$ cat src/sv/lbtc_pkg.sv
// ----------------------------------------------------------------------------
// lbtc_pkg
// Shared types and constants of the light facing triangle cull block.
// ----------------------------------------------------------------------------
package lbtc_pkg;

    localparam int RING_INDICES = 3072;
    localparam int Q_DEPTH      = 4;
    localparam int Q_AW         = $clog2(Q_DEPTH);

    // configuration register indexes
    localparam logic [2:0] CFG_LIGHT_X = 3'd0;
    localparam logic [2:0] CFG_LIGHT_Y = 3'd1;
    localparam logic [2:0] CFG_LIGHT_Z = 3'd2;
    localparam logic [2:0] CFG_MARGIN  = 3'd3;
    localparam logic [2:0] CFG_OFFSET  = 3'd4;

    // result kinds
    localparam logic KIND_KEPT = 1'b0;
    localparam logic KIND_DRAW = 1'b1;

    // classified triangle, front to back
    typedef struct packed {
        logic        cull;
        logic        batch_end;
        logic [15:0] idx_a;
        logic [15:0] idx_b;
        logic [15:0] idx_c;
    } t_item;

endpackage

$ cat src/sv/lbtc_fifo.sv
// ----------------------------------------------------------------------------
// lbtc_fifo
// Short queue of classified triangles between front and back.
// ----------------------------------------------------------------------------
module lbtc_fifo (
    input  logic             i_clk,
    input  logic             i_rst_n,
    input  logic             i_push,
    output logic             o_full_n,
    input  lbtc_pkg::t_item  i_data,
    input  logic             i_pop,
    output logic             o_valid,
    output lbtc_pkg::t_item  o_data
);

    lbtc_pkg::t_item                r_mem [lbtc_pkg::Q_DEPTH];
    logic [lbtc_pkg::Q_AW-1:0]      r_wp;
    logic [lbtc_pkg::Q_AW-1:0]      r_rp;
    logic [lbtc_pkg::Q_AW:0]        r_cnt;
    logic                           do_push;
    logic                           do_pop;

    assign o_full_n = r_cnt != (lbtc_pkg::Q_AW+1)'(lbtc_pkg::Q_DEPTH);
    assign o_valid  = r_cnt != '0;
    assign o_data   = r_mem[r_rp];
    assign do_push  = i_push && o_full_n;
    assign do_pop   = i_pop && o_valid;

    always_ff @(posedge i_clk) begin
        if (!i_rst_n) begin
            r_wp  <= '0;
            r_rp  <= '0;
            r_cnt <= '0;
        end else begin
            if (do_push) begin
                r_wp <= r_wp + 1'b1;
            end
            if (do_pop) begin
                r_rp <= r_rp + 1'b1;
            end
            r_cnt <= r_cnt + (lbtc_pkg::Q_AW+1)'(do_push) - (lbtc_pkg::Q_AW+1)'(do_pop);
        end
    end

    always_ff @(posedge i_clk) begin
        if (do_push) begin
            r_mem[r_wp] <= i_data;
        end
    end

endmodule

$ cat config.mk
export PLATFORM = sky130hd
export DESIGN_NAME = lbtc_fifo
export DESIGN_NICKNAME = d
export VERILOG_FILES = /design/src/sv/lbtc_pkg.sv /design/src/sv/lbtc_fifo.sv
export SDC_FILE = /design/constraint.sdc
export NUM_CORES = 1
export LEC_CHECK = 0
export BUFFER_PORTS_ARGS = -buffer_cell sky130_fd_sc_hd__buf_4
export CORE_ASPECT_RATIO = 1.25
export CORE_MARGIN = 2
export CORE_UTILIZATION = 51
export CTS_CLUSTER_DIAMETER = 100
export CTS_CLUSTER_SIZE = 25
export DETAILED_ROUTE_END_ITERATION = 8
export GPL_ROUTABILITY_DRIVEN = 0
export GPL_TIMING_DRIVEN = 0
export PLACE_DENSITY = 0.75
export SLEW_MARGIN = 20
export SYNTH_ARGS = -nofsm -noshare
export SYNTH_HDL_FRONTEND = slang
export SYNTH_SLANG_ARGS = --single-unit
$ cat constraint.sdc
create_clock -name i_clk -period 2.66 [get_ports i_clk]
set_clock_uncertainty 0.2 [all_clocks]
set_input_delay 0.532 -clock i_clk [delete_from_list [all_inputs] [get_ports i_clk]]
set_output_delay 0.532 -clock i_clk [all_outputs]
set_load 0.005 [all_outputs]
==> results_dict.tcl <==
set metrics [dict create \
    cp_top_family "multiplexers" \
    fillers 1045 \
    synth_top_cell_area_share_pct 77.5 \
    regToRegSetupSlack_ns 0.14 \
    clkLatencyLatePin_ns 0.46 \
    drive_above_1_share_pct 43.5 \
    clkSlewWorstSetupHoldPaths_ns 0.09 \
    nNetsFinal 492 \
    syn_area_um2 7740 \
    p_leak_nw 3.10 \
    finalWirelength_mm 12.7 \
    min_from "i_data[3]" \
    synth.yosys.warnings 0 \
    ios 106 \
    path_class "reg -> out" \
    holdCritPathClass "in -> reg" \
    first_pass_iters 4 \
    initial_utilization_pct 52.0 \
    synth_cell_types 21 \
    track_usage_pct 16.0 \
    rsz0062_at_grt "true" \
    crit_required_ns 1.93 \
    cts_sinks 209 \
    synthMuxAreaShare_pct 14.8 \
    post-dp-hpwl_mm 8.11 \
    port_buffers 104 \
    ant_nets 0 \
    cts_buffers 12 \
    finalCritPeriodShare_pct 95.7 \
    seqCellArea_um2 6190 \
    hold_buffers 0 \
    cts_root_buf "clkbuf_16" \
    die_w_um 114 \
    core_um2 14900 \
    netlist_instances 310 \
    area_growth_pct 19.1 \
    start_kind "register" \
    hold_violations 0 \
    crit_slowest_cell "mux4_2" \
    cellPowerDensity_nw_per_um2 877 \
    yosysSeqAreaShare_pct 79.9 \
    worstHoldEndpoint "r_mem[2][3]$_DFFE_PP_" \
    grt_max_degree 39 \
    die_y_um 142 \
    die_area_um2 16200 \
    ctsHtreeMaxLevel 1 \
    r2r_cells 11 \
    drt_iter0_drc 175 \
    synth_xor_area_share_pct 0.452 \
    vdd_drop_max_mv 0.563 \
    regToRegEndpoint "r_cnt[2]$_SDFF_PN0_" \
    antenna_found_initial 0 \
    cts_tree "done" \
    slew_headroom_pct 74.5 \
    rows 50 \
    place_area_um2 8850 \
    post-route-util_pct 61.9 \
    path_cells "buf_6 > buf_12 > mux4_2 > buf_4" \
    yosys-top-cells-area "edfxtp_1 78%, mux4_2 15%, dfxtp_1 2.3%, buf_12 1.3%, ha_1 0.97%" \
    cp_num_buf_inv 3 \
    ys_ff_latch 209 \
    overflow 0 \
    finalCriticalPeriod_ns 2.55 \
    drcViolationCount 0 \
    yosys.area_share.simple_pct 1.18 \
    post-cts-setup-buffers 0 \
    reg2reg_from "r_cnt[1]$_SDFF_PN0_" \
    via_per_inst 5.57 \
    hold_depth 1 \
    setup_violations 0 \
    syn_nets 371 \
    grt_pass1_wl_mm 19.6 \
    crit_arrival_ns 1.81 \
    cpPeakStageDelay_ns 0.53 \
    grt_pass1_vias 3681 \
    fin_area_um2 9220 \
    routedWlPerCell_um 20.6 \
    diodes 0 \
    placedCellCount 600 \
    synth_compound_area_share_pct 0.372 \
    fin_cells 616 \
    maxCapViolations 0 \
    multi_input_area_um2 1410 \
    status "completed" \
    vias 3429 \
    fin_hold_ws_ns 0.0653 \
    cts_buffer_depth 3 \
    synthAdderAreaFrac_pct 1.23 \
    cp_max_fo 10 \
    slew_viol_final 0 \
    worst_pin_slew_ns 0.383 \
    fmaxAchievable_mhz 393 \
    setup_tns_ns 0 \
    syn_avg_cell_area_um2 25.0 \
    synth_top_area_cell "edfxtp_1" \
    critPathCaptureType "output port" \
    synth_top_family_by_area "multiplexers" \
]
==> synthesized netlist by cell type (all sizes together) <==
| cell type | n |
|---|---|
| nor2b | 3 |
| xnor2 | 4 |
| inv | 5 |
| buf | 12 |
| edfxtp | 200 |
| clkbuf | 1 |
| or3 | 1 |
| dfxtp | 9 |
| mux4 | 50 |
| ha | 6 |
| fa | 1 |
| a21boi | 1 |
| mux2i | 2 |
| nand2 | 5 |
| nor2 | 1 |
| and2 | 7 |
| o311ai | 1 |
| o31a | 1 |
==> cells by family (layout without fill, tap and decap cells) <==
logic type	after synthesis	count (layout)
adders and majority gates	7	7
buffers and inverters	18	142
muxes	52	52
xor gates and xnor gates	4	4
AOI/OAI and AO/OA	3	3
and+or+nand+nor	17	17
DFF	209	209
==> power by group <==
part | switching (mW) | total [mW] | internal (mW)
clock | 0.956 | 1.86 | 0.907
combinational | 0.886 | 2.13 | 1.25
sequential | 0.112 | 4.10 | 3.98
total | 1.95 | 8.09 | 6.14
==> stage by stage <==
step	power (mW)	worst slack [ns]
finish	8.09	0.115
global route	8.45	-0.00360
CTS	8.20	0.00517
detailed placement	6.35	-0.113
global placement	6.24	-1.01
floorplan	5.39	0.00915
==> state kept, by name, indices dropped and copies added (netlist names), named ones only <==
name,flops
r_cnt,3
r_mem,200
r_wp,2
r_rp,2
==> layout by cell type (no fill, tap or decap), types with 4 or more instances in the layout <==
master / Yosys / layout
edfxtp_1: 200 / 200
buf_4: 0 / 104
mux4_2: 50 / 50
clkbuf_16: 0 / 13
buf_12: 5 / 8
dfxtp_1: 9 / 8
ha_1: 6 / 6
inv_1: 5 / 5
clkbuf_4: 0 / 5
nand2_1: 5 / 5
and2_4: 0 / 4
clkbuf_1: 1 / 4
xnor2_1: 4 / 4
==> worst max path at each step <==
stage                        start                endpoint  slack, ns  depth (start not counted)
3_3_place_gp                i_push  r_mem[1][23]$_DFFE_PP_      -1.01                          3
6_report                  register              o_data[32]       0.11                          4
2_1_floorplan               i_push   r_mem[2][0]$_DFFE_PP_      0.009                          2
4_1_cts        r_cnt[1]$_SDFF_PN0_     r_cnt[2]$_SDFF_PN0_      0.005                         11
5_1_grt        r_cnt[0]$_SDFF_PN0_     r_cnt[2]$_SDFF_PN0_     -0.004                         11
3_5_place_dp                i_push     r_cnt[2]$_SDFF_PN0_      -0.11                         11
==> per-layer routing <==
layer / vias to the layer above / part of all wire [%] / global-route usage, %
li1: 1529 / - / -
met1: 1798 / 42 / 20.9
met2: 79 / 52 / 27.7
met3: 23 / 4.1 / 2.56
met4: 0 / 2.2 / 5.13
met5: - / 0 / 0
==> final cells by class <==
cell class                      instances  area share, %
Multi-Input combinational cell         83           15.3
Sequential cell                       209           67.1
Timing Repair Buffer                  108           9.42
Tap cell                              182           2.47
Clock buffer                           16           3.65
Buffer                                 12           1.66
Inverter                                5          0.204
Clock inverter                          1          0.176
==> timing repair <==
action / 4_1_cts / 5_1_grt
endpoints found under the hold margin: 0 / 0
cloned: 0 / 0
setup endpoints to repair: 1 / 51
pin swaps: 1 / 0
resized for setup: 1 / 6
Note: power is estimated with default switching activity, not from simulation.
