<file path="config.mk">
export PLATFORM = sky130hd
export DESIGN_NAME = lbtc_back
export DESIGN_NICKNAME = d
export VERILOG_FILES = /design/src/sv/lbtc_pkg.sv /design/src/sv/lbtc_back.sv
export SDC_FILE = /design/constraint.sdc
export NUM_CORES = 1
export LEC_CHECK = 0
export ABC_AREA = 1
export BUFFER_PORTS_ARGS = -buffer_cell sky130_fd_sc_hd__buf_2
export CORE_UTILIZATION = 55
export DETAILED_ROUTE_END_ITERATION = 6
export PLACE_DENSITY = 0.82
export SLEW_MARGIN = 20
export SYNTH_ARGS = -nofsm -noshare
export SYNTH_HDL_FRONTEND = slang
export SYNTH_SLANG_ARGS = --single-unit
export TNS_END_PERCENT = 5
</file>
<file path="constraint.sdc">
create_clock -name i_clk -period 8.9 [get_ports i_clk]
set_input_delay 1.335 -clock i_clk [delete_from_list [all_inputs] [get_ports i_clk]]
set_output_delay 1.335 -clock i_clk [all_outputs]
set_load 0.01 [all_outputs]
</file>
<file path="src/sv/lbtc_pkg.sv">
// ----------------------------------------------------------------------------
// lbtc_pkg
// Shared types and constants of the light facing triangle cull block.
// ----------------------------------------------------------------------------
package lbtc_pkg;

    localparam int RING_INDICES = 3072;
    localparam int Q_DEPTH      = 4;
    localparam int Q_AW         = $clog2(Q_DEPTH);

    // configuration register indexes
    localparam logic [2:0] CFG_LIGHT_X = 3'd0;
    localparam logic [2:0] CFG_LIGHT_Y = 3'd1;
    localparam logic [2:0] CFG_LIGHT_Z = 3'd2;
    localparam logic [2:0] CFG_MARGIN  = 3'd3;
    localparam logic [2:0] CFG_OFFSET  = 3'd4;

    // result kinds
    localparam logic KIND_KEPT = 1'b0;
    localparam logic KIND_DRAW = 1'b1;

    // classified triangle, front to back
    typedef struct packed {
        logic        cull;
        logic        batch_end;
        logic [15:0] idx_a;
        logic [15:0] idx_b;
        logic [15:0] idx_c;
    } t_item;

endpackage

</file>
<file path="src/sv/lbtc_back.sv">
// ----------------------------------------------------------------------------
// lbtc_back
// Ring sequencer: writes kept triangles and issues draw-range commands.
// ----------------------------------------------------------------------------
module lbtc_back (
    input  logic             i_clk,
    input  logic             i_rst_n,
    input  logic             i_q_valid,
    input  lbtc_pkg::t_item  i_q_data,
    output logic             o_q_pop,
    input  logic [16:0]      i_offset,
    output logic             o_valid,
    input  logic             i_ready,
    output logic             o_kind,
    output logic [11:0]      o_slot,
    output logic [15:0]      o_out_index_a,
    output logic [15:0]      o_out_index_b,
    output logic [15:0]      o_out_index_c,
    output logic [11:0]      o_draw_base,
    output logic [10:0]      o_draw_triangles,
    output logic [15:0]      o_kept_total,
    output logic             o_last
);

    typedef enum logic [3:0] {
        S_IDLE = 4'b0001,
        S_FULL = 4'b0010,
        S_KEEP = 4'b0100,
        S_END  = 4'b1000
    } t_state;

    t_state           r_state;
    lbtc_pkg::t_item  r_item;
    logic [11:0]      r_wpos;
    logic [11:0]      r_base;
    logic [15:0]      r_kept;

    logic             out_free;
    logic             over;
    logic             pend;
    logic             load;
    logic [27:0]      tri_prod;
    logic [11:0]      wp_next;

    assign out_free = !o_valid || i_ready;
    assign over     = (13'(r_wpos) + 13'd3) > 13'(lbtc_pkg::RING_INDICES);
    assign pend     = r_wpos != r_base;
    // exact divide by three for multiples of three
    assign tri_prod = 28'(r_wpos - r_base) * 28'd43691;
    assign wp_next  = over ? 12'd0 : r_wpos;
    assign o_q_pop  = (r_state == S_IDLE) && i_q_valid;
    // a result is loaded into the output register this cycle
    assign load     = out_free && (
                          ((r_state == S_FULL) && !r_item.cull && over && pend) ||
                          ((r_state == S_KEEP) && !r_item.cull) ||
                          ((r_state == S_END) && r_item.batch_end && pend));

    always_ff @(posedge i_clk) begin
        if (!i_rst_n) begin
            r_state <= S_IDLE;
            r_wpos  <= '0;
            r_base  <= '0;
            r_kept  <= '0;
            o_valid <= 1'b0;
        end else begin
            if (load) begin
                o_valid <= 1'b1;
            end else if (o_valid && i_ready) begin
                o_valid <= 1'b0;
            end
            unique case (r_state)
                S_IDLE: begin
                    if (i_q_valid) begin
                        r_item  <= i_q_data;
                        r_state <= S_FULL;
                    end
                end
                S_FULL: begin
                    if (r_item.cull || !over) begin
                        r_state <= S_KEEP;
                    end else if (!pend || out_free) begin
                        if (pend) begin
                            o_kind           <= lbtc_pkg::KIND_DRAW;
                            o_slot           <= '0;
                            o_out_index_a    <= '0;
                            o_out_index_b    <= '0;
                            o_out_index_c    <= '0;
                            o_draw_base      <= r_base;
                            o_draw_triangles <= tri_prod[27:17];
                            o_kept_total     <= r_kept;
                            o_last           <= 1'b0;
                        end
                        r_wpos  <= '0;
                        r_base  <= '0;
                        r_state <= S_KEEP;
                    end
                end
                S_KEEP: begin
                    if (r_item.cull) begin
                        r_state <= S_END;
                    end else if (out_free) begin
                        o_kind           <= lbtc_pkg::KIND_KEPT;
                        o_slot           <= r_wpos;
                        o_out_index_a    <= r_item.idx_a + i_offset[15:0];
                        o_out_index_b    <= r_item.idx_b + i_offset[15:0];
                        o_out_index_c    <= r_item.idx_c + i_offset[15:0];
                        o_draw_base      <= '0;
                        o_draw_triangles <= '0;
                        o_kept_total     <= (r_kept == 16'hFFFF) ? r_kept : r_kept + 16'd1;
                        o_last           <= !r_item.batch_end;
                        r_kept           <= (r_kept == 16'hFFFF) ? r_kept : r_kept + 16'd1;
                        r_wpos           <= r_wpos + 12'd3;
                        r_state          <= S_END;
                    end
                end
                S_END: begin
                    if (!r_item.batch_end) begin
                        r_state <= S_IDLE;
                    end else if (!pend || out_free) begin
                        if (pend) begin
                            o_kind           <= lbtc_pkg::KIND_DRAW;
                            o_slot           <= '0;
                            o_out_index_a    <= '0;
                            o_out_index_b    <= '0;
                            o_out_index_c    <= '0;
                            o_draw_base      <= r_base;
                            o_draw_triangles <= tri_prod[27:17];
                            o_kept_total     <= r_kept;
                            o_last           <= 1'b1;
                        end
                        r_wpos  <= wp_next;
                        r_base  <= wp_next;
                        r_kept  <= '0;
                        r_state <= S_IDLE;
                    end
                end
                default: begin
                    r_state <= S_IDLE;
                end
            endcase
        end
    end

endmodule

</file>
==> run_results.csv, run 1 <==
group,metric,value,unit
synthesis,synth-edff-count,151,
route,vias_per_cell,5.51,
critical_path,cpMostUsedCell,"inv_1",
clock_network,cts_buffer_depth,2,
sta,rsz0062_at_grt,"no",
power,leakagePower,0.00723,uW
synthesis,syn_area,0.0141,mm^2
synthesis,synth_compound_area_share,13.1,%
worst_hold_path,min_from,"r_base[3]",
synthesis,syn_nets,1920,
sta,clock-skew-final,15.2,ps
final_layout,filler_cell_count,2061,
synthesis,synth_seq_area_share,38.6,%
route,routed_wl,34.3,mm
sta,fin_crit_sh,79.3,%
clock_network,clkLatencyLatePin,460,ps
clock_network,cts_buffers,17,
sta,setup-violations-final,0,
final_layout,syn_to_final_growth,12.9,%
critical_path,crit_fanout,6,
die,die_x,162,um
die,initial_core_util,56.0,%
critical_path,path_class,"reg2reg",
die,core,0.0252,mm^2
route,wire_per_inst,15.9,um
placed_design,port_buffers,172,
sta,whs,465,ps
synthesis,synthXorXnorAreaFrac,1.68,%
critical_path,slowest_stage,"a211oi_1",
clock_network,cts.reportedPaths.clkPinSlew,80,ps
worst_hold_path,holdCritPathClass,"reg2reg",
critical_path,timing.rr.start,"r_wpos[0]",
global_routing,grt_pass1_wl,55.8,mm
clock_network,cts_setup_buffers,0,
global_routing,grt_pass1_vias,11800,
synthesis,synthCells,1642,
sta,timing.fmax,0.142,GHz
die,die-area,0.0263,mm^2
route,drt-initial-drc-count,770,
route,vias,11800,
route,drc_errors,0,
critical_path,end_kind,"flop",
power,ir_worst_vdd,0.255,mV
sta,slew_viol_final,0,
critical_path,required,9230,ps
synthesis,postSynth.asyncResetShare,0,%
final_layout,drive_gt1_share,13.5,%
global_routing,overflow,0,
sta,worst_pin_slew,1080,ps
synthesis,synth-simple-area-share,18.0,%
final_layout,nets,2081,
clock_network,cts-resized-gates,0,
critical_path,worst-path-buf-inv,7,
global_routing,grt_start_max_net_pins,77,
placed_design,dp.final_hpwl,25.9,mm
synthesis,yosys_warnings,0,
placed_design,place.gp.congestion,0.940,
power,powerDensity,291,mW/mm^2
global_routing,grt_usage,27.0,%
clock_network,cts.sinks,196,
route,first_pass_iters,7,
sta,maxSlewHeadroom,28.0,%
synthesis,synthMuxAreaShare,0,%
global_routing,antenna_found_initial,4,
die,ioPinCount,174,
critical_path,cp-start-kind,"flop",
flow_run,drv_cap,0,
clock_network,cts_max_level,4,
sta,fin_tns_setup,0,ps
synthesis,synth_area_per_cell,8.58,um^2
route,antenna_left,0,
critical_path,critical_path.max_stage_delay,630,ps
final_layout,final_cell_mix,"nand2_1, inv_1, buf_2",
synthesis,yosys_most_used_dff,"edfxtp_1",
synthesis,ys_types,45,
synthesis,ys_seq_elements,196,
die,fp.dieH,162,um
clock_network,hold_buffers,0,
clock_network,root_buffer,"clkbuf_16",
final_layout,layout_commonest_cell,"nand2_1",
sta,finalCriticalPeriod,7060,ps
critical_path,cp_top_family,"adder cells",
critical_path,startpoint,"r_wpos[0]",
synthesis,synth_top_family_by_area,"adder cells",
clock_network,cts_tree,"yes",
critical_path,crit_arrival,7390,ps
synthesis,synth_fa_ha_area_share,20.9,%
die,fp-row-count,58,
status,status,"finished, final reports clean",
sta,hold_viol_final,0,
[where the power goes]
| group | internal [uW] | switching, uW | total [uW] |
|---|---|---|---|
| sequential | 1030 | 13.8 | 1050 |
| combinational | 995 | 1750 | 2750 |
| clock | 401 | 441 | 841 |
[per-stage QoR]
step           setup WS [ps]  area [um^2]  power (uW)  util [%]  instances
6_report                1840        15900        4640      63.2       2148
3_5_place_dp            1900        15300        3810      60.6       2114
2_1_floorplan           2720        14100        3120         -       1642
5_1_grt                 1320        15900        5090      63.2       2147
4_1_cts                 1830        15900        4660      63.2       2146
3_3_place_gp            2020        15300        3740      60.6       2114
[flip-flops by register name, summed over array words and instances, names as in the netlist, 11 cells and up]
signal            cells
o_draw_base          12
o_draw_triangles     11
o_kept_total         16
o_out_index_a        16
o_out_index_b        16
o_out_index_c        16
o_slot               12
r_base               12
r_item               50
r_kept               16
r_wpos               12
[kinds of logic after synthesis]
group           after synthesis
compound gates              333
buf+inv                     282
flops                       196
simple gates                597
fa+ha+maj                   207
xor+xnor                     27
[final timing paths]
| path | depth (start not counted) | slack, ps | to |
|---|---|---|---|
| setup / recovery | 29 | 1840 | o_draw_triangles[6] |
| hold / removal | 2 | 470 | r_base[3] |
| setup reg to reg | 29 | 1840 | o_draw_triangles[6] |
| hold reg to reg | 2 | 470 | r_base[3] |
[metal layers]
layer / vias up / part of all wire (%) / track usage, %
met5: - / 0.067 / 0
met4: 4 / 2.4 / 9.18
met3: 67 / 7.0 / 6.41
met2: 369 / 48 / 46.7
met1: 5535 / 42 / 32.9
li1: 5867 / - / -
[cells in the mapped netlist (6+ instances only)]
master,number,area (um^2)
o22ai_1,7,43.8
a21o_1,11,82.6
fa_1,48,961
nand3_1,76,380
inv_1,240,901
nor2_2,14,87.6
edfxtp_1,151,4530
xnor2_1,11,96.3
a21boi_0,7,52.6
o31ai_1,6,45.0
nor3_1,15,75.1
xor2_1,16,140
nand4_1,22,138
o21a_1,17,128
nand2_1,287,1080
dfxtp_1,45,901
inv_2,6,22.5
clkbuf_1,22,82.6
a21oi_1,159,796
o21ai_0,104,521
nor2_1,163,612
ha_1,159,1990
[worst reg2reg max path: cells and delay by family (launching register included)]
family          cells  cell delay (ps)
simple gates        8             1090
flops               1              360
compound gates      4             1260
buf+inv             7              770
xor+xnor            1              170
fa+ha+maj           9             3270
[area by class of cell]
class / instances / area (um^2) / share of cell area, %
timing repair buffer: 177 / 898 / 5.65
clock buffer: 17 / 425 / 2.67
tap: 330 / 413 / 2.59
sequential: 196 / 5440 / 34.2
clock inverter: 15 / 219 / 1.38
inverter: 247 / 927 / 5.83
multi-input combinational: 1164 / 7590 / 47.7
antenna: 2 / 5.00 / 0.0315
Power figures use the tool's default switching activity.
==> inputs of run 2 (changes only) <==
--- a/config.mk
+++ b/config.mk
@@ -7,9 +7,9 @@
 export LEC_CHECK = 0
 export ABC_AREA = 1
 export BUFFER_PORTS_ARGS = -buffer_cell sky130_fd_sc_hd__buf_2
-export CORE_UTILIZATION = 55
+export CORE_UTILIZATION = 54
 export DETAILED_ROUTE_END_ITERATION = 6
-export PLACE_DENSITY = 0.82
+export PLACE_DENSITY = 0.84
 export SLEW_MARGIN = 20
 export SYNTH_ARGS = -nofsm -noshare
 export SYNTH_HDL_FRONTEND = slang
==> constraint.sdc (replaced) <==
create_clock -name i_clk -period 6.4 [get_ports i_clk]
set_input_delay 0.96 -clock i_clk [delete_from_list [all_inputs] [get_ports i_clk]]
set_output_delay 0.96 -clock i_clk [all_outputs]
set_load 0.01 [all_outputs]
==> run_results.csv, run 2 (synthesized netlist as in run 1, its figures left out) <==
group,metric,value,unit
placed_design,place_ws,-84.1,ps
critical_path,timing.rr.start,"r_wpos[0]",
sta,timing.fmax,0.162,GHz
global_routing,grt_usage,26.9,%
placed_design,place.gp.congestion,0.947,
final_layout,largest_reg_flops,50,
clock_network,clkLatencyLatePin,440,ps
final_layout,top_register,"r_item",
final_layout,layout_commonest_cell,"nand2_1",
critical_path,cp-start-kind,"flop",
worst_hold_path,min_to,"r_base[8]",
sta,slew_viol_final,0,
sta,setup-violations-final,0,
route,first_pass_iters,5,
final_layout,drive_gt1_share,18.6,%
status,status,"finished, final reports clean",
route,wire_per_inst,16.3,um
worst_hold_path,min_path_cells,2,
die,ioPinCount,174,
global_routing,overflow,0,
power,powerDensity,460,mW/mm^2
die,core,0.0254,mm^2
critical_path,required,6700,ps
die,fp-row-count,58,
sta,clock-skew-final,20.1,ps
sta,maxSlewHeadroom,27.9,%
critical_path,end_kind,"flop",
critical_path,crit_fanout,4,
critical_path,r2r_cells,33,
sta,whs,464,ps
global_routing,grt_pass1_vias,12100,
critical_path,crit_arrival,6490,ps
route,drc_errors,0,
sta,worst_slack,211,ps
sta,rsz0062_at_grt,"yes",
critical_path,slowest_stage,"fa_1",
clock_network,hold_buffers,0,
final_layout,final_cell_mix,"nand2_1, inv_1, buf_2",
die,die_x,164,um
clock_network,cts.reportedPaths.clkPinSlew,80,ps
power,pwr-share-comb,66.2,%
power,seqPwrFrac,19.0,%
power,clockPowerShare,14.8,%
placed_design,dp.final_hpwl,27.7,mm
route,routed_wl,35.9,mm
final_layout,regArea,0.00544,mm^2
die,die-area,0.0267,mm^2
power,internal_power,4180,uW
placed_design,port_buffers,172,
flow_run,drv_cap,0,
sta,fin_crit_sh,96.7,%
critical_path,cp_top_family,"adder cells",
power,leakagePower,0.00752,uW
die,fp.dieH,164,um
sta,finalCriticalPeriod,6190,ps
clock_network,cts_buffer_depth,2,
critical_path,cpMostUsedCell,"inv_1",
route,vias,12200,
final_layout,filler_cell_count,2017,
die,initial_core_util,55.5,%
route,drt-initial-drc-count,833,
power,p_sw,3450,uW
power,ir_worst_vdd,0.530,mV
global_routing,antenna_found_initial,3,
final_layout,nets,2140,
route,vias_per_cell,5.52,
global_routing,grt_start_max_net_pins,65,
power,swShare,45.2,%
route,antenna_left,0,
critical_path,path_class,"reg2reg",
critical_path,worst-path-buf-inv,10,
clock_network,cts_max_level,4,
critical_path,r2r_setup_slack,210,ps
final_layout,multi_input_comb_area,0.00786,mm^2
sta,hold_viol_final,0,
critical_path,critical_path.max_stage_delay,550,ps
clock_network,cts_buffers,17,
global_routing,grt_pass1_wl,56.3,mm
clock_network,cts_tree,"yes",
clock_network,cts.sinks,196,
worst_hold_path,min_from,"r_base[8]",
critical_path,r2r-end,"o_draw_triangles[5]",
final_layout,finish.utilization,65.4,%
sta,fin_tns_setup,0,ps
final_layout,syn_to_final_growth,17.8,%
sta,worst_pin_slew,1080,ps
worst_hold_path,holdCritPathClass,"reg2reg",
clock_network,root_buffer,"clkbuf_16",
==> run 2: power by group through the flow <==
stage	Sequential (uW)	Combinational, uW	Clock, uW
after floorplan	1490	2850	0
after global placement	1480	4270	0
after detailed placement	1480	4400	0
after CTS	1450	4430	1140
after global routing	1460	5630	1180
final	1450	5050	1130
==> run 2: metrics by stage <==
stage / cells / cell area [um^2] / power, uW
after global placement: 2172 / 15700 / 5750
after global routing: 2206 / 16600 / 8270
after CTS: 2204 / 16300 / 7020
after floorplan: 1642 / 14100 / 4340
final: 2207 / 16600 / 7630
after detailed placement: 2172 / 15700 / 5880
==> run 2: worst max-delay path by stage <==
| stage | start | end | slack (ps) | depth (start not counted) |
|---|---|---|---|---|
| 2_1_floorplan | r_wpos[0] | o_draw_triangles[0] | 220 | 32 |
| 3_3_place_gp | r_base[2] | o_draw_triangles[9] | 90 | 27 |
| 3_5_place_dp | r_base[2] | o_draw_triangles[9] | -80 | 27 |
| 4_1_cts | r_wpos[0] | o_draw_triangles[10] | 20 | 32 |
| 5_1_grt | r_wpos[0] | o_draw_triangles[6] | -110 | 32 |
| 6_report | r_wpos[0] | o_draw_triangles[5] | 210 | 33 |
==> run 2: final cells by class <==
type	instances	area share [%]
Antenna cell	2	0.0301
Clock buffer	17	2.56
Multi-Input combinational cell	1164	47.3
Timing Repair Buffer	236	8.08
Sequential cell	196	32.7
Tap cell	330	2.49
Inverter	247	5.58
Clock inverter	15	1.21
==> run 2: metal layers <==
layer  vias up  global-route usage [%]  share of wire [%]
li1       5985                       -                  -
met1      5725                    31.8                 41
met2       413                    47.6                 49
met3        61                    6.17                7.5
met4         4                    9.68                2.7
met5         -                       0              0.081
==> run 2: worst reg2reg max path: cells and delay by family (launching register included) <==
kind / cells / cell delay [ps]
adder cells (fa/ha/maj): 9 / 3160
flip-flops: 1 / 360
AND/OR/NAND/NOR: 10 / 1090
buffers and inverters: 10 / 970
AO/OA/AOI/OAI: 4 / 490
==> run 2: timing repair <==
action,4_1_cts,5_1_grt
setup endpoints to repair,7,11
pin swaps,0,11
resized for setup,2,54
buffers inserted,0,1
